`config.mk`:
```
export PLATFORM = sky130hd
export DESIGN_NAME = pnpg_queue
export DESIGN_NICKNAME = d
export VERILOG_FILES = /design/src/pnpg_pkg.sv /design/src/pnpg_queue.sv
export VERILOG_INCLUDE_DIRS = /design/src /design/src/src
export SDC_FILE = /design/constraint.sdc
export NUM_CORES = 1
export LEC_CHECK = 0
export BUFFER_PORTS_ARGS = -buffer_cell sky130_fd_sc_hd__buf_2
export CORE_ASPECT_RATIO = 0.75
export CORE_MARGIN = 4
export CORE_UTILIZATION = 33
export CTS_BUF_LIST = sky130_fd_sc_hd__clkbuf_16
export DETAILED_ROUTE_END_ITERATION = 7
export GPL_ROUTABILITY_DRIVEN = 0
export SLEW_MARGIN = 5
export SYNTH_ARGS = -nofsm -noshare
export SYNTH_HDL_FRONTEND = slang
export SYNTH_SLANG_ARGS = --single-unit
```
`constraint.sdc`:
```
create_clock -name clock -period 4.4 [get_ports clock]
set_clock_uncertainty 0.2 [all_clocks]
set_input_delay 0.88 -clock clock [delete_from_list [all_inputs] [get_ports clock]]
set_output_delay 0.88 -clock clock [all_outputs]
set_load 0.05 [all_outputs]
```
`src/perlin_noise_pixel_generator_core_defines.svh`:
```
// ----------------------------------------------------------------------------
// Assertion macros for the Perlin noise pixel generator
// Immediate-style wrappers around concurrent properties on the block clock.
// ----------------------------------------------------------------------------
`ifndef PERLIN_NOISE_PIXEL_GENERATOR_CORE_DEFINES_SVH
`define PERLIN_NOISE_PIXEL_GENERATOR_CORE_DEFINES_SVH

// expression holds at every edge outside reset
`define PNPG_ASSERT_ALWAYS(lbl, clk, rst, expr) \
   lbl: assert property (@(posedge clk) disable iff (rst) (expr)) \
      else $error("assertion failed");

// antecedent implies consequent in the same cycle
`define PNPG_ASSERT_IMPLY(lbl, clk, rst, ante, cons) \
   lbl: assert property (@(posedge clk) disable iff (rst) (ante) |-> (cons)) \
      else $error("assertion failed");

`endif

```
`src/pnpg_pkg.sv`:
```
// ----------------------------------------------------------------------------
// Perlin noise pixel generator package
// Shared constants and the transaction type carried from front to back.
// ----------------------------------------------------------------------------
`timescale 1ns / 1ps
`default_nettype none

package pnpg_pkg;

   localparam int MAX_SIDE    = 4096;
   localparam int TABLE_SIZE  = 256;
   localparam int QUEUE_DEPTH = 4;
   localparam int QPTR_W      = $clog2(QUEUE_DEPTH);
   localparam int QCNT_W      = $clog2(QUEUE_DEPTH + 1);

   localparam logic [15:0] SCALE_RESET = 16'd410;
   localparam logic        REQ_EVAL    = 1'b0;
   localparam logic        REQ_WRITE   = 1'b1;

   typedef struct packed {
      logic        is_wr;
      logic [27:0] sx;
      logic [27:0] sy;
      logic [7:0]  idx;
      logic [7:0]  val;
   } q_item_type;

   typedef struct packed {
      logic push;
      logic full;
   } q_ctl_type;

endpackage

`default_nettype wire

```
`src/pnpg_queue.sv`:
```
// ----------------------------------------------------------------------------
// Transaction queue
// Small FIFO that decouples the front end from the noise pipeline.
// ----------------------------------------------------------------------------
`timescale 1ns / 1ps
`default_nettype none
`include "perlin_noise_pixel_generator_core_defines.svh"

module pnpg_queue
   import pnpg_pkg::*;
(
   input  wire logic       clock,
   input  wire logic       reset,
   input  wire q_ctl_type  q_ctl,
   input  wire q_item_type push_item,
   output      logic       full,
   input  wire logic       pop,
   output      logic       empty,
   output      q_item_type head
);

   q_item_type          mem_ff [QUEUE_DEPTH];
   logic [QPTR_W-1:0]   wr_ptr_ff;
   logic [QPTR_W-1:0]   rd_ptr_ff;
   logic [QCNT_W-1:0]   count_ff;
   logic                push;

   assign push  = q_ctl.push;
   assign full  = (count_ff == QCNT_W'(QUEUE_DEPTH));
   assign empty = (count_ff == '0);
   assign head  = mem_ff[rd_ptr_ff];

   always_ff @(posedge clock) begin
      if (reset) begin
         wr_ptr_ff <= '0;
         rd_ptr_ff <= '0;
         count_ff  <= '0;
      end else begin
         if (push) begin
            wr_ptr_ff <= wr_ptr_ff + 1'b1;
         end
         if (pop) begin
            rd_ptr_ff <= rd_ptr_ff + 1'b1;
         end
         count_ff <= count_ff + QCNT_W'(push) - QCNT_W'(pop);
      end
      if (push) begin
         mem_ff[wr_ptr_ff] <= push_item;
      end
   end

   `PNPG_ASSERT_ALWAYS(a_count_bound, clock, reset, count_ff <= QCNT_W'(QUEUE_DEPTH))
   `PNPG_ASSERT_IMPLY(a_no_overflow, clock, reset, push, !full || q_ctl.full == 1'b0)
   `PNPG_ASSERT_IMPLY(a_no_underflow, clock, reset, pop, !empty)

endmodule

`default_nettype wire

```
==> impl_metrics.tcl, run 1 <==
set metrics [dict create \
    status "finished clean" \
    arrival_ns 2.46 \
    core_um2 32700 \
    setup_tns_ns 0 \
    path_buf_inv 2 \
    grt_overflow_total 0 \
    highest_layer "met4" \
    totalWireLength_um 21000 \
    routed-via-count 4904 \
    synth_most_common_cell "edfxtp_1" \
    met2_length_um 10800 \
    dp_hpwl_um 12300 \
    crit_slowest_cell "dfxtp_4" \
    cts-resized-gates 0 \
    path_cells "buf_4, mux4_2, buf_2" \
    required_ns 3.32 \
    fp.dieW_um 219 \
    cts_inserted_buffers 28 \
    clkLatencyLatePin_ns 0.54 \
    drive_above_1_share 0.452 \
    met3_length_um 1240 \
    power.total_mw 6.69 \
    async_flop_share 0 \
    holdBufCountCts 0 \
    antenna_found_initial 3 \
    syn_to_final_growth_pct 19.6 \
    synth_edf_count 292 \
    worst_pin_slew_ns 1.17 \
    p_leak_nw 4.43 \
    maxSlewViolCount 0 \
    die_y_um 166 \
    rsz0062_at_grt "false" \
    io_pins 153 \
    io_buffers 151 \
    postCtsSetupRepairBufs 0 \
    synth_largest_area_cell "edfxtp_1" \
    syn_area_um2 11000 \
    finalHoldViolCount 0 \
    ys.warnings.count 0 \
    cp-start-kind "flip-flop" \
    end_kind "output port" \
    fin_util 0.404 \
    path_clk_slew_ns 0.06 \
    r2r-start "wr_ptr_ff[0]$_SDFFE_PP0P_" \
    ys.flop_type "edfxtp_1" \
    period_needed_ns 3.54 \
    grt_pass1_wl_um 32800 \
    hold_start "push_item[24]" \
    max_freq_mhz 282 \
    dr.pass1.iters 4 \
    max_stage_delay_ns 0.66 \
    grt.total_usage 0.115 \
    grt_pass1_vias 5591 \
    synth_cell_types 22 \
    fin_crit_sh 0.805 \
    cts_root_buf "clkbuf_16" \
    slew_headroom 0.222 \
    p_per_area_nw_per_um2 506 \
    grt_start_max_net_pins 74 \
    ant_nets 0 \
    path_class "flip-flop to output port" \
    cts_tree "built" \
    layout.cells.non_filler 1063 \
    dieArea_um2 36500 \
    drc 0 \
    hold_class "input port to flip-flop" \
    synth-seq-cells 301 \
    ys_seq_area_frac 0.810 \
    first_iter_violations 315 \
    clkSinkCount 301 \
    cts.path.max_buffers 3 \
    routedWlPerCell_um 19.8 \
    path_max_fanout 21 \
    max_cap_viol_count 0 \
    nets 684 \
    n_antenna_cell 0 \
    syn_nets 508 \
    synthTopCellsByArea "edfxtp_1 (79%), mux4_2 (15%), dfxtp_1 (1.6%), buf_12 (1.3%), ha_1 (0.68%)" \
    synthTopCellsByCount "edfxtp_1 (292), mux4_2 (72), dfxtp_1 (9), buf_12 (7), buf_2 (7)" \
    netlist_instances 423 \
    yosys.area.top_type_share 0.794 \
    met1_length_um 8530 \
    path_delay_family "buffers and inverters" \
    routed_via_density 4.61 \
    setup_viol 0 \
    ir_drop_mv 0.313 \
    start_util 0.338 \
    post-place-cells 1011 \
    row_count 57 \
    h-tree-depth 1 \
    syn_avg_cell_area_um2 26.1 \
]
[sequential cells by signal (all words and copies together), names as in the netlist, named ones only]
signal	count
count_ff	3
mem_ff	292
rd_ptr_ff	2
wr_ptr_ff	2
[through the flow]
step	area, um^2	worst slack [ns]	hold WS (ns)
floorplan	11000	1.17	0.292
global placement	12300	1.34	0.301
detailed placement	12300	1.32	0.339
CTS	13200	0.717	0.305
global route	13200	0.632	0.316
finish	13200	0.856	0.347
[cell usage in the layout (no fill, tap or decap), types with 2 or more instances in the layout]
master,n
mux4_2,72
bufinv_16,4
dfxtp_1,7
dfxtp_4,2
edfxtp_1,292
xnor2_1,2
buf_2,151
buf_4,10
nor2b_1,2
and2_4,4
inv_1,12
nor2_1,5
ha_1,6
clkbuf_16,29
clkinv_1,6
clkinvlp_4,2
clkinv_2,4
[layer usage]
metal,GRT usage,up-vias
met5,0,-
met4,0.0264,0
met2,0.203,135
li1,-,2164
met3,0.0306,39
met1,0.142,2566
[final cells by class]
cell class | count | area, um^2
well taps | 442 | 553
clock buffers | 29 | 726
multi-input cells | 100 | 1890
clock inverters | 23 | 209
flip-flops and latches | 301 | 8960
inverters | 6 | 22.5
repair buffers | 162 | 851
fillers | 2931 | 19500
[worst reg2reg max path, delay by kind of cell, from the launching register on]
family	cells	cell delay (ns)
buf+inv	1	0.35
fa+ha+maj	1	0.19
flops	1	0.41
simple gates	1	0.82
[power breakdown]
part | switching, mW | internal (mW)
sequential | 0.0663 | 3.30
combinational | 0.615 | 0.284
clock | 1.01 | 1.42
total | 1.69 | 5.00
[kinds of logic (layout without fill, tap and decap cells)]
logic type      after synthesis  count (layout)  share of synthesized area
flops                       301             301                      0.810
mux                          74              74                      0.150
buf+inv                      22             220                     0.0194
simple gates                 14              14                    0.00680
fa+ha+maj                     7               7                    0.00861
xor+xnor                      3               3                    0.00374
compound gates                2               2                    0.00136
[final timing paths]
| path | to | slack (ns) | cells after the start |
|---|---|---|---|
| worst max-delay path | head[5] | 0.86 | 3 |
| worst min register to register | flip-flop | 0.35 | 2 |
| worst max register to register | mem_ff[1][5]$_DFFE_PP_ | 2.13 | 3 |
| worst min-delay path | mem_ff[1][24]$_DFFE_PP_ | 0.35 | 1 |
Power figures use the tool's default switching activity.
==> inputs of run 2 (changes only) <==
clock period = 3.3 ns   (was 4.4 ns; I/O delays follow)
==> run 2 against run 1 <==
Net effect: final area increased by 1.1%; via count decreased by 0.51%; sequential power increased by 32%; first-iteration DRC count decreased by 11%; total power increased by 34%; routed wire length increased by 1.4%; critical path type unchanged; core utilization increased by 0.43 points; non-clock buffer count increased by 3.
==> impl_metrics.tcl, run 2 (synthesized netlist as in run 1, its figures left out) <==
set metrics [dict create \
    nets 689 \
    grt_pass1_wl_um 33100 \
    grt_start_max_net_pins 47 \
    setup_viol 0 \
    holdBufCountCts 0 \
    grt.total_usage 0.118 \
    drive_above_1_share 0.451 \
    die_y_um 166 \
    first_iter_violations 281 \
    holdPathEnd "mem_ff[2][3]$_DFFE_PP_" \
    io_buffers 151 \
    finalHoldViolCount 0 \
    dieArea_um2 36500 \
    cts_inserted_buffers 30 \
    r2r_slack_ns 1.30 \
    antenna_found_initial 4 \
    routed_via_density 4.56 \
    rsz0062_at_grt "false" \
    syn_to_final_growth_pct 20.9 \
    layout_commonest_cell "edfxtp_1" \
    cp-start-kind "flip-flop" \
    cts_tree "built" \
    hold_class "input port to flip-flop" \
    path_class "flip-flop to output port" \
    setup_tns_ns 0 \
    cts.path.max_buffers 3 \
    grt_pass1_vias 5510 \
    r2r_cells 7 \
    finalWorstSetupSlack_ns 0.206 \
    regToRegEndpoint "count_ff[2]$_SDFF_PP0_" \
    routedWlPerCell_um 19.9 \
    p_per_area_nw_per_um2 674 \
    h-tree-depth 1 \
    routed-via-count 4879 \
    dpl_worst_slack_ns 0.662 \
    hold_start "push_item[3]" \
    dp_hpwl_um 13200 \
    max_cap_viol_count 0 \
    fp.dieW_um 219 \
    grt_overflow_total 0 \
    fin_util 0.409 \
    slew_headroom 0.651 \
    io_pins 153 \
    cts_root_buf "clkbuf_16" \
    period_needed_ns 3.09 \
    max_freq_mhz 323 \
    totalWireLength_um 21300 \
    end_kind "output port" \
    core_um2 32700 \
    status "finished clean" \
    largest_reg_flops 292 \
    final_cell_mix "edfxtp_1 (292), buf_2 (151), mux4_2 (72)" \
    worst_pin_slew_ns 0.523 \
    ant_nets 0 \
    clkSinkCount 301 \
    clkLatencyLatePin_ns 0.55 \
    n_antenna_cell 0 \
    top_register "mem_ff" \
    start_util 0.338 \
    row_count 57 \
    required_ns 2.44 \
    p_leak_nw 4.49 \
    path_max_fanout 29 \
    min_path_cells 1 \
    drc 0 \
    arrival_ns 2.23 \
    dr.pass1.iters 4 \
    r2r-start "count_ff[0]$_SDFF_PP0_" \
    fin_crit_sh 0.938 \
    largestRegisters "mem_ff: 292 flops, count_ff: 3 flops" \
    path_clk_slew_ns 0.06 \
    ir_drop_mv 0.456 \
    maxSlewViolCount 0 \
]
run 2: cell count changes in the layout (fill, tap and decap cells not counted), moves of 2 or more:
cell       delta
buf_4         -4
clkbuf_16     +2
buf_12        +7
clkinv_1      +3
clkinv_2      -2
run 2: through the flow:
step | instance area, um^2 | hold slack, ns | cells | power, mW
finish | 13400 | 0.122 | 1069 | 9.00
global route | 13400 | 0.0975 | 1069 | 9.37
CTS | 13300 | 0.0807 | 1066 | 9.14
detailed placement | 12400 | 0.337 | 1011 | 5.81
global placement | 12400 | 0.304 | 1011 | 5.77
floorplan | 11000 | 0.292 | 423 | 5.48
run 2: layer usage:
metal	wire length [um]	global-route usage	vias up
met5	27	0	-
met4	473	0.0242	4
met3	1180	0.0328	38
met2	10700	0.203	116
met1	8890	0.150	2550
li1	-	-	2171
run 2: layout make-up:
class                   instances  area, um^2
fillers                      2931       19300
flip-flops and latches        301        8960
multi-input cells             100        1890
repair buffers                165         961
clock buffers                  31         776
well taps                     442         553
clock inverters                24         188
inverters                       6        22.5
run 2: worst max-delay path by stage:
stage               startpoint                endpoint  slack, ns  depth (start not counted)
global placement     flip-flop                head[30]       0.69                          3
detailed placement   flip-flop                head[44]       0.66                          3
CTS                  flip-flop                head[44]       0.06                          3
finish               flip-flop                head[53]       0.21                          3
floorplan             q_ctl[1]  mem_ff[0][0]$_DFFE_PP_       0.29                          1
global route         flip-flop                head[24]       0.09                          3
run 2: power breakdown:
| part | total (mW) | internal [mW] | switching [mW] | leakage (nW) |
|---|---|---|---|---|
| Clock | 3.29 | 1.93 | 1.36 | 0.494 |
| Sequential | 4.45 | 4.39 | 0.0607 | 2.76 |
| Combinational | 1.25 | 0.398 | 0.855 | 1.24 |
run 2: critical path, cell delays in order, from the launching register on:
cell	delay, ns
dfxtp_4	0.66
buf_4	0.40
mux4_2	0.38
buf_2	0.23
run 2: timing repair:
action                                  CTS  global route
buffers inserted                          0             3
resized for setup                         0             0
endpoints found under the setup margin    0             1
hold endpoints to repair                  0             0
