===== src/perlin_noise_pixel_generator_core_defines.svh =====
// ----------------------------------------------------------------------------
// Assertion macros for the Perlin noise pixel generator
// Immediate-style wrappers around concurrent properties on the block clock.
// ----------------------------------------------------------------------------
`ifndef PERLIN_NOISE_PIXEL_GENERATOR_CORE_DEFINES_SVH
`define PERLIN_NOISE_PIXEL_GENERATOR_CORE_DEFINES_SVH

// expression holds at every edge outside reset
`define PNPG_ASSERT_ALWAYS(lbl, clk, rst, expr) \
   lbl: assert property (@(posedge clk) disable iff (rst) (expr)) \
      else $error("assertion failed");

// antecedent implies consequent in the same cycle
`define PNPG_ASSERT_IMPLY(lbl, clk, rst, ante, cons) \
   lbl: assert property (@(posedge clk) disable iff (rst) (ante) |-> (cons)) \
      else $error("assertion failed");

`endif


===== src/pnpg_pkg.sv =====
// ----------------------------------------------------------------------------
// Perlin noise pixel generator package
// Shared constants and the transaction type carried from front to back.
// ----------------------------------------------------------------------------
`timescale 1ns / 1ps
`default_nettype none

package pnpg_pkg;

   localparam int MAX_SIDE    = 4096;
   localparam int TABLE_SIZE  = 256;
   localparam int QUEUE_DEPTH = 4;
   localparam int QPTR_W      = $clog2(QUEUE_DEPTH);
   localparam int QCNT_W      = $clog2(QUEUE_DEPTH + 1);

   localparam logic [15:0] SCALE_RESET = 16'd410;
   localparam logic        REQ_EVAL    = 1'b0;
   localparam logic        REQ_WRITE   = 1'b1;

   typedef struct packed {
      logic        is_wr;
      logic [27:0] sx;
      logic [27:0] sy;
      logic [7:0]  idx;
      logic [7:0]  val;
   } q_item_type;

   typedef struct packed {
      logic push;
      logic full;
   } q_ctl_type;

endpackage

`default_nettype wire


===== src/pnpg_front.sv =====
// ----------------------------------------------------------------------------
// Front end
// Accepts requests, drops out-of-frame evaluations and scales coordinates.
// ----------------------------------------------------------------------------
`timescale 1ns / 1ps
`default_nettype none

module pnpg_front
   import pnpg_pkg::*;
(
   input  wire logic        clock,
   input  wire logic        reset,
   input  wire logic        req_valid,
   output      logic        req_ready,
   input  wire logic        req_req_type,
   input  wire logic [11:0] req_pixel_x,
   input  wire logic [11:0] req_pixel_y,
   input  wire logic [7:0]  req_entry_index,
   input  wire logic [7:0]  req_entry_value,
   input  wire logic        csr_wr_en,
   input  wire logic [15:0] csr_wr_data,
   input  wire logic        q_full,
   output      q_ctl_type   q_ctl,
   output      q_item_type  q_item
);

   logic        scale_ff;
   logic [15:0] coord_scale_ff;
   logic        f_vld_ff;
   q_item_type  f_item_ff;
   logic        keep_in;
   q_item_type  item_in;

   assign scale_ff = 1'b0;

   always_comb begin
      keep_in = (req_req_type == REQ_WRITE) ||
                ((17'(req_pixel_x) < 17'(MAX_SIDE)) && (17'(req_pixel_y) < 17'(MAX_SIDE)));
      item_in.is_wr = (req_req_type == REQ_WRITE);
      item_in.sx    = 28'(req_pixel_x) * 28'(coord_scale_ff);
      item_in.sy    = 28'(req_pixel_y) * 28'(coord_scale_ff);
      item_in.idx   = req_entry_index;
      item_in.val   = req_entry_value;
   end

   assign req_ready   = !f_vld_ff || !q_full;
   assign q_ctl.push  = f_vld_ff && !q_full;
   assign q_ctl.full  = q_full || scale_ff;
   assign q_item      = f_item_ff;

   always_ff @(posedge clock) begin
      if (reset) begin
         coord_scale_ff <= SCALE_RESET;
         f_vld_ff       <= 1'b0;
      end else begin
         if (csr_wr_en) begin
            coord_scale_ff <= csr_wr_data;
         end
         if (req_ready) begin
            f_vld_ff <= req_valid && keep_in;
         end
      end
      if (req_ready) begin
         f_item_ff <= item_in;
      end
   end

endmodule

`default_nettype wire


===== config.mk =====
export PLATFORM = sky130hd
export DESIGN_NAME = pnpg_front
export DESIGN_NICKNAME = d
export VERILOG_FILES = /design/src/perlin_noise_pixel_generator_core_defines.svh /design/src/pnpg_pkg.sv /design/src/pnpg_front.sv
export SDC_FILE = /design/constraint.sdc
export NUM_CORES = 1
export LEC_CHECK = 0
export ABC_CLOCK_PERIOD_IN_PS = 9220
export BUFFER_PORTS_ARGS = -buffer_cell sky130_fd_sc_hd__buf_2
export CELL_PAD_IN_SITES_DETAIL_PLACEMENT = 0
export CELL_PAD_IN_SITES_GLOBAL_PLACEMENT = 1
export CORE_ASPECT_RATIO = 2
export CORE_UTILIZATION = 52
export CTS_CLUSTER_SIZE = 30
export DETAILED_ROUTE_END_ITERATION = 12
export GPL_TIMING_DRIVEN = 0
export PLACE_DENSITY_LB_ADDON = 0.1
export SLEW_MARGIN = 10
export SYNTH_ARGS = -nofsm -noshare
export SYNTH_HDL_FRONTEND = slang
export SYNTH_SLANG_ARGS = --single-unit

===== constraint.sdc =====
create_clock -name clock -period 9.22 [get_ports clock]
set_input_delay 1.844 -clock clock [delete_from_list [all_inputs] [get_ports clock]]
set_output_delay 1.844 -clock clock [all_outputs]
set_load 0.02 [all_outputs]

==> flow_summary.rst, run 1 <==
.. list-table::
   :header-rows: 1

   * - Metric
     - Value
   * - Time the final worst path needs with I/O delays and setup
     - 7.13 ns
   * - Number of antenna violations at the first check in global routing
     - 0
   * - Summed instance area of the synthesized netlist
     - 15100 sq um
   * - Internal reg-to-reg setup slack
     - approximately 3.2 ns
   * - Wirelength per Cell
     - roughly 18 um
   * - Post-Synth Simple-Gate Area
     - 15.1%
   * - Worst hold slack across all endpoints
     - 0.563 ns
   * - Fraction of power consumed by the clock network
     - 9.4%
   * - CTS resizes
     - 0
   * - Combined area of the multi-input logic cells
     - 11000 sq um
   * - Maximum buffer depth of the clock tree
     - 2
   * - First-pass GRT wire length
     - 60900 um
   * - Number of max-slew violations in the final report
     - 0
   * - Crit path max fanout
     - 10
   * - Total of flip-flops plus latches after synthesis
     - 90
   * - DR iter-0 viols
     - 555
   * - Arrival @ worst endpoint
     - 7.26 ns
   * - Share of synthesized registers carrying an async set or reset
     - 0%
   * - Total number of clock tree sinks
     - 90
   * - Hold Crit Depth
     - 2
   * - Synth-to-Final Area Change
     - 9.80%
   * - Main combinational cell family by area after synthesis
     - adder cells
   * - Startpoint class of the critical path
     - primary input
   * - Number of iterations in the first detailed-routing pass
     - 5
   * - Switching Share
     - 48.5%
   * - Ant diodes
     - 0
   * - Count of input and output buffers
     - 136
   * - Part of the power in combinational logic
     - 74.1%
   * - Overflow after GRT
     - 0
   * - Maximum resistive drop on vdd
     - 247 uV
   * - Top-Level Pins
     - 138
   * - Clk Latency, worst-skew pair
     - 0.39 ns
   * - Post-synthesis compound-gate area fraction
     - 6.19%
   * - EDFF count, synth
     - 73
   * - Post-CTS setup buffer count
     - 0
   * - Average size of a mapped cell
     - 9.44 sq um
   * - Cell depth of the worst flop-to-flop path
     - 18
   * - Total Negative Setup Slacks
     - 0 ns
   * - Fin Clk Skew
     - 0.00949 ns
   * - Clock root buffer master
     - clkbuf_16
   * - Run status
     - complete, no violations
   * - Worst slew pin tran
     - 0.743 ns
   * - Number of nets in the synthesized netlist
     - just over 2000
   * - Core Rows
     - 87
   * - Overall fraction of global-route tracks in use
     - 27.4%
   * - Hold buffer count at CTS
     - 0
   * - Total CTS buffers
     - 9
   * - Required time of the critical path
     - between 9 and 10 ns
   * - Most common cell after layout, fill and taps aside
     - inv_1
   * - Critical Path, Cell by Cell
     - buf_2, clkbuf_1, nand2_1, fa_1, fa_1, inv_1, fa_1, fa_1, inv_1, fa_1, inv_1, ha_1, a21oi_1, nand2_1, a221oi_4, o31ai_4, a31oi_4, nand4b_1, nand4_1
   * - Die Footprint
     - 29700 sq um
   * - Adder-Cell Fraction of Synth Area
     - 48.1%
   * - Setup Crit Path Kind
     - in2reg
   * - Sequential cell fraction of total power
     - 16.5%
   * - Multiplexer fraction of the synthesized cell area
     - less than 1%
   * - Die width
     - 122 um
   * - Pin count of the biggest net entering global routing
     - 47
   * - Dpl hpwl
     - 31800 um
   * - Tightest Hold Check Type
     - reg2reg
   * - Leakage Power
     - 8.59 nW
   * - Number of levels in the clock H-tree
     - 3
   * - Capturing element type of the critical path
     - register
   * - Total number of nets in the final design
     - around 2200
   * - Final Hold Viols
     - 0
   * - Design internal power
     - 2.33 mW
   * - Total vias in the final route
     - 11275
   * - Count of synthesis-stage warnings from yosys
     - 0
   * - Worst path slowest cell
     - fa_1
   * - DR vias/cell
     - 5.35
   * - Max-slew headroom at the worst pin
     - between 50% and 60%
   * - Clock Pin Slew Worst Setup and Hold Paths
     - roughly 0.08 ns
   * - Count of mapped cells out of synthesis
     - 1598
   * - Layout cell share with drive strength beyond 1
     - 9.71%
   * - Switching Power
     - 2.19 mW
   * - Synth Area in XOR/XNOR
     - under 10%
   * - TritonCTS clock tree
     - built
   * - Dominant synthesized flop cell
     - edfxtp_1
   * - Crit-path max cell delay
     - roughly 0.53 ns
   * - Cell occurring most often along the worst timing path
     - fa_1
   * - Count of distinct cell types in the synthesized netlist
     - 55
   * - RSZ-0062 raised after global routing
     - false
   * - Routability congestion estimate
     - 0.895
   * - Initial Utilization
     - 53.3%
   * - Power Dens Cells
     - 273 nW/um^2
   * - Commonest cells after routing, fill and taps aside
     - inv_1 (358), fa_1 (280), nand2_1 (271)
   * - Max_cap viols
     - 0
   * - DRC violations left
     - 0
   * - Antenna-violating nets left
     - 0
   * - Layout fillers
     - 2639
   * - Setup-failing EPs final
     - 0
   * - Die extent in y
     - approximately 240 um
   * - FMAX
     - 140 MHz
   * - Sequential area share after synthesis
     - 16.8%
   * - DRT Wirelength
     - 37700 um
   * - Core area
     - 28300 sq um
   * - Vias in the first global route
     - 12134
   * - Post-route fraction of the period consumed by the critical path
     - 77.3%
   * - Register Area
     - 2530 sq um
critical path: cells and delay by family:
family | cells | cell delay [ns]
compound gates | 4 | 1.15
buf+inv | 5 | 0.83
simple gates | 4 | 0.56
fa+ha+maj | 6 | 2.87
cells by family (layout without fill, tap and decap cells):
group	count (synthesis)	after routing
buf+inv	426	579
compound gates	131	131
fa+ha+maj	412	412
mux	11	11
flops	90	90
xor+xnor	43	43
simple gates	485	485
metrics by stage:
stage	power, mW	setup WS, ns	cells	cell area, sq um	util (%)
6_report	4.52	2.09	2107	16600	58.5
5_1_grt	5.01	1.80	2107	16600	58.5
4_1_cts	4.59	2.12	2107	16600	58.5
3_5_place_dp	4.13	1.71	2091	16200	57.4
3_3_place_gp	4.08	1.77	2090	16200	57.3
2_1_floorplan	3.35	2.62	1598	15100	-
cell usage after synthesis (all sizes together) (6+ instances only):
cell type	number	share of area (%)
inv	358	8.9
fa	280	37
nand2	272	6.8
and2	138	5.7
ha	132	11
edfxtp	73	15
clkbuf	65	1.6
a21oi	41	1.4
xnor2	31	1.8
nor2	30	0.75
o21ai	22	0.75
a21o	20	1.0
dfxtp	17	2.3
xor2	12	0.70
mux2i	11	0.73
nor2b	11	0.46
nand2b	8	0.33
nand3	8	0.27
nand4	7	0.29
o21a	7	0.35
o21bai	7	0.37
a211oi	6	0.36
a31oi	6	0.43
final cells by class:
type                            instances  share of cell area [%]
Sequential cell                        90                    15.3
Tap cell                              356                    2.69
Timing Repair Buffer                  137                    4.23
Clock inverter                          7                   0.597
Clock buffer                            9                    1.36
Inverter                              358                    8.11
Multi-Input combinational cell       1082                    66.1
Buffer                                 68                    1.57
registers in the layout (all words and copies together), names as in the netlist:
register	flops
q_item	73
f_vld_ff	1
coord_scale_ff	16
final timing paths:
kind                                        from                     to
setup / recovery                  req_pixel_y[5]   q_item[43]$_DFFE_PP_
hold / removal             f_vld_ff$_SDFFE_PP0P_  f_vld_ff$_SDFFE_PP0P_
hold reg to reg            f_vld_ff$_SDFFE_PP0P_  f_vld_ff$_SDFFE_PP0P_
setup reg to reg  coord_scale_ff[9]$_SDFFE_PP0P_   q_item[43]$_DFFE_PP_
power groups by stage:
stage	combinational, mW	sequential [mW]	clock (mW)
after detailed placement	3.38	0.757	0
after global routing	3.81	0.760	0.445
after CTS	3.40	0.748	0.441
final	3.35	0.746	0.425
after global placement	3.33	0.750	0
after floorplan	2.45	0.902	0
routing by layer:
layer	vias up	track usage [%]	part of all wire (%)	routed length, um
li1	5112	-	-	-
met1	5730	30.0	35	13200
met2	326	50.3	56	21100
met3	107	3.34	3.9	1490
met4	0	14.2	5.3	1990
met5	-	0	0	0
Note: power is estimated with default switching activity, not from simulation.
==> run 2: changes to the inputs <==
--- a/config.mk
+++ b/config.mk
@@ -5,12 +5,13 @@
 export SDC_FILE = /design/constraint.sdc
 export NUM_CORES = 1
 export LEC_CHECK = 0
-export ABC_CLOCK_PERIOD_IN_PS = 9220
+export ABC_AREA = 1
+export ABC_CLOCK_PERIOD_IN_PS = 6060
 export BUFFER_PORTS_ARGS = -buffer_cell sky130_fd_sc_hd__buf_2
 export CELL_PAD_IN_SITES_DETAIL_PLACEMENT = 0
 export CELL_PAD_IN_SITES_GLOBAL_PLACEMENT = 1
 export CORE_ASPECT_RATIO = 2
-export CORE_UTILIZATION = 52
+export CORE_UTILIZATION = 42
 export CTS_CLUSTER_SIZE = 30
 export DETAILED_ROUTE_END_ITERATION = 12
 export GPL_TIMING_DRIVEN = 0
==> constraint.sdc (replaced) <==
create_clock -name clock -period 6.06 [get_ports clock]
set_input_delay 1.212 -clock clock [delete_from_list [all_inputs] [get_ports clock]]
set_output_delay 1.212 -clock clock [all_outputs]
set_load 0.02 [all_outputs]
==> flow_summary.rst, run 2 <==
.. list-table::
   :header-rows: 1

   * - Metric
     - Value
   * - Run status
     - complete, no violations (unchanged)
   * - Overflow after GRT
     - 0 (unchanged)
   * - Final Core Density
     - 46.9% (was 58.5%)
   * - Post-synth top cells
     - nand2_1 (717), inv_1 (652), fa_1 (280) (was inv_1 (358), fa_1 (280), nand2_1 (272))
   * - EDFF count, synth
     - 73 (unchanged)
   * - Number of max-slew violations in the final report
     - 0 (unchanged)
   * - Cell occurring most often along the worst timing path
     - nand2_1 (was fa_1)
   * - Max-slew headroom at the worst pin
     - 34.4% (was 50.5%)
   * - Sequential area share after synthesis
     - 15.4% (was 16.8%)
   * - Antenna-violating nets left
     - 0 (unchanged)
   * - RSZ-0062 raised after global routing
     - true (was false)
   * - Count leader, synth
     - nand2_1 (was inv_1)
   * - Count of buffering cells on the critical path with inverters included
     - 7 (was 5)
   * - Maximum resistive drop on vdd
     - 675 uV (was 247 uV)
   * - Worst path slowest cell
     - fa_1 (unchanged)
   * - Portion of synthesized cell area occupied by the leading cell type
     - 34.0% (was 37.2%)
   * - Largest area contributor in the netlist
     - fa_1 (unchanged)
   * - Setup Crit Path Kind
     - in2reg (unchanged)
   * - Post-synthesis compound-gate area fraction
     - 1.09% (was 6.19%)
   * - Total number of nets in the final design
     - 2787 (was 2220)
   * - Top-Level Pins
     - 138 (unchanged)
   * - Dominant synthesized flop cell
     - edfxtp_1 (unchanged)
   * - Number of antenna violations at the first check in global routing
     - 0 (unchanged)
   * - Count of mapped cells out of synthesis
     - 2192 (was 1598)
   * - Critical Path, Cell by Cell
     - clkbuf_2, clkbuf_4, nand2_1, fa_1, fa_1, inv_1, fa_1, fa_1, inv_1, fa_1, inv_1, ha_1, nand2_1, inv_1, nand2_1, nand2_1, inv_1, nand3_1, nand2_1, nand2_1, nand2_1, nand2_1 (was buf_2, clkbuf_1, nand2_1, fa_1, fa_1, inv_1, fa_1, fa_1, inv_1, fa_1, inv_1, ha_1, a21oi_1, nand2_1, a221oi_4, o31ai_4, a31oi_4, nand4b_1, nand4_1)
   * - Commonest cells after routing, fill and taps aside
     - nand2_1 (716), inv_1 (652), fa_1 (280) (was inv_1 (358), fa_1 (280), nand2_1 (271))
   * - Die Footprint
     - 40100 sq um (was 29700 sq um)
   * - Leakage Power
     - 11.0 nW (was 8.59 nW)
   * - Overall fraction of global-route tracks in use
     - 29.0% (was 27.4%)
   * - Tightest Hold Check Type
     - reg2reg (unchanged)
   * - Number of levels in the clock H-tree
     - 3 (unchanged)
   * - Post-route fraction of the period consumed by the critical path
     - between 90% and 100%
   * - Internal reg-to-reg setup slack
     - 0.16 ns (was 3.16 ns)
   * - Synth-to-Final Area Change
     - 9.94% (was 9.80%)
   * - FMAX
     - roughly 170 MHz
   * - Required time of the critical path
     - 6.22 ns (was 9.35 ns)
   * - First-pass GRT wire length
     - 82400 um (was 60900 um)
   * - Count of distinct cell types in the synthesized netlist
     - 23 (was 55)
   * - Core Rows
     - 102 (was 87)
   * - Total number of clock tree sinks
     - 90 (unchanged)
   * - Initial Utilization
     - 42.6% (was 53.3%)
   * - Synth Area in XOR/XNOR
     - 1.49% (was 2.50%)
   * - DRC violations left
     - 0 (unchanged)
   * - Count of input and output buffers
     - 113 (was 136)
   * - Total of flip-flops plus latches after synthesis
     - 90 (unchanged)
   * - Setup-failing EPs final
     - 0 (unchanged)
   * - Fin Clk Skew
     - 0.0155 ns (was 0.00949 ns)
   * - DRT Wirelength
     - 53600 um (was 37700 um)
   * - Time the final worst path needs with I/O delays and setup
     - about 6.0 ns
   * - Layout cell share with drive strength beyond 1
     - 9.06% (was 9.71%)
   * - Die extent in y
     - 282 um (was 243 um)
   * - Arrival @ worst endpoint
     - 6.13 ns (was 7.26 ns)
   * - Main combinational cell family by area after synthesis
     - adder cells (unchanged)
   * - Total CTS buffers
     - 9 (unchanged)
   * - Capturing element type of the critical path
     - register (unchanged)
   * - Vias in the first global route
     - 14876 (was 12134)
   * - Number of iterations in the first detailed-routing pass
     - 5 (unchanged)
   * - Summed instance area of the synthesized netlist
     - 16500 sq um (was 15100 sq um)
   * - Worst hold slack across all endpoints
     - 0.761 ns (was 0.563 ns)
   * - Wirelength per Cell
     - 18.9 um (was 17.9 um)
   * - Total vias in the final route
     - 13473 (was 11275)
   * - Crit path max fanout
     - 10 (unchanged)
   * - TritonCTS clock tree
     - built (unchanged)
   * - Clk Latency, worst-skew pair
     - 0.40 ns (was 0.39 ns)
   * - Most common cell after layout, fill and taps aside
     - nand2_1 (was inv_1)
   * - Dpl hpwl
     - 46500 um (was 31800 um)
   * - Max reg flops
     - 73 (unchanged)
   * - Average size of a mapped cell
     - 7.52 sq um (was 9.44 sq um)
   * - Multiplexer fraction of the synthesized cell area
     - 0% (was 0.730%)
   * - Max_cap viols
     - 0 (unchanged)
   * - Clock root buffer master
     - clkbuf_16 (unchanged)
   * - Adder-Cell Fraction of Synth Area
     - 44.0% (was 48.1%)
   * - Power Dens Cells
     - 514 nW/um^2 (was 273 nW/um^2)
   * - Ant diodes
     - 0 (unchanged)
   * - Number of nets in the synthesized netlist
     - 2666 (was 2072)
   * - Startpoint class of the critical path
     - primary input (unchanged)
   * - DR iter-0 viols
     - 434 (was 555)
   * - DR vias/cell
     - 4.75 (was 5.35)
   * - Maximum buffer depth of the clock tree
     - 2 (unchanged)
   * - Count of synthesis-stage warnings from yosys
     - 0 (unchanged)
   * - Clock Pin Slew Worst Setup and Hold Paths
     - 0.09 ns (was 0.08 ns)
   * - Final Hold Viols
     - 0 (unchanged)
   * - Core area
     - 38700 sq um (was 28300 sq um)
   * - Die width
     - 142 um (was 122 um)
   * - Share of synthesized registers carrying an async set or reset
     - 0% (unchanged)
   * - Crit-path max cell delay
     - 0.52 ns (was 0.53 ns)
   * - Routability congestion estimate
     - 0.935 (was 0.895)
   * - Worst slew pin tran
     - 0.984 ns (was 0.743 ns)
   * - Pin count of the biggest net entering global routing
     - 46 (was 47)
   * - Cell types with the largest area share after synthesis
     - fa_1 (34%), nand2_1 (16%), inv_1 (15%) (was fa_1 (37%), edfxtp_1 (15%), ha_1 (11%))
   * - Crit-path leading delay family
     - adder cells (unchanged)
   * - Post-Synth Simple-Gate Area
     - 20.9% (was 15.1%)
run 2: worst register-to-register path: cells and delay by family, from the launching register on:
family / cells / cell delay [ns]
flops: 1 / 0.31
simple gates: 7 / 0.75
compound gates: 1 / 0.43
buf+inv: 6 / 1.23
fa+ha+maj: 6 / 2.92
run 2: cell families (layout without fill, tap and decap cells):
| family | Yosys count | in the layout |
|---|---|---|
| AO/OA/AOI/OAI | 36 | 36 |
| buffers and inverters | 752 | 878 |
| flip-flops | 90 | 90 |
| XOR/XNOR | 28 | 28 |
| adder cells (fa/ha/maj) | 412 | 412 |
| AND/OR/NAND/NOR | 874 | 874 |
run 2: layout make-up:
type / instances / area [sq um]
fill: 4062 / 20500
multi-input combinational: 1350 / 11100
sequential: 90 / 2530
inverter: 652 / 2450
tap: 520 / 651
timing repair buffer: 114 / 586
buffer: 96 / 454
clock buffer: 9 / 225
clock inverter: 7 / 81.3
run 2: metal layers:
metal  vias to the layer above  wire, um  global-route usage, %
met2                       325     31000                   59.0
li1                       6428         -                      -
met1                      6533     15300                   23.2
met3                       187      1370                   2.74
met4                         0      5900                   26.9
met5                         -         0                      0
run 2: repair_timing:
action,in CTS,in global routing
setup endpoints to repair,31,22
resized for setup,44,54
gates cloned,0,0
setup buffers,0,0
hold buffers,0,0
run 2: stage by stage:
| step | instance area [sq um] | worst slack, ns | instances | TNS, ns | power [mW] |
|---|---|---|---|---|---|
| final | 18100 | 0.0878 | 2838 | 0 | 9.32 |
| after global placement | 17700 | -0.886 | 2825 | -21.00 | 8.70 |
| after detailed placement | 17700 | -0.846 | 2826 | -20.87 | 8.75 |
| after global routing | 18100 | -0.0204 | 2838 | -0.0204 | 10.4 |
| after floorplan | 16500 | 0.411 | 2192 | 0 | 6.61 |
| after CTS | 18100 | 0.00326 | 2841 | 0 | 9.44 |
run 2: path summary, 6_finish.rpt:
path,startpoint,endpoint,cells after the start
worst min register to register,coord_scale_ff[10]$_SDFFE_PP0P_,coord_scale_ff[10]$_SDFFE_PP0P_,3
worst min-delay path,coord_scale_ff[10]$_SDFFE_PP0P_,coord_scale_ff[10]$_SDFFE_PP0P_,3
worst max register to register,coord_scale_ff[14]$_SDFFE_PP0P_,q_item[67]$_DFFE_PP_,20
worst max-delay path,req_pixel_x[4],q_item[66]$_DFFE_PP_,22
run 2: power by group:
group          internal (mW)  total (mW)  switching [mW]  leakage (nW)
Clock                  0.294       0.607           0.313         0.150
Sequential              1.15        1.19          0.0477         0.911
Combinational           2.51        7.52            5.01          9.89
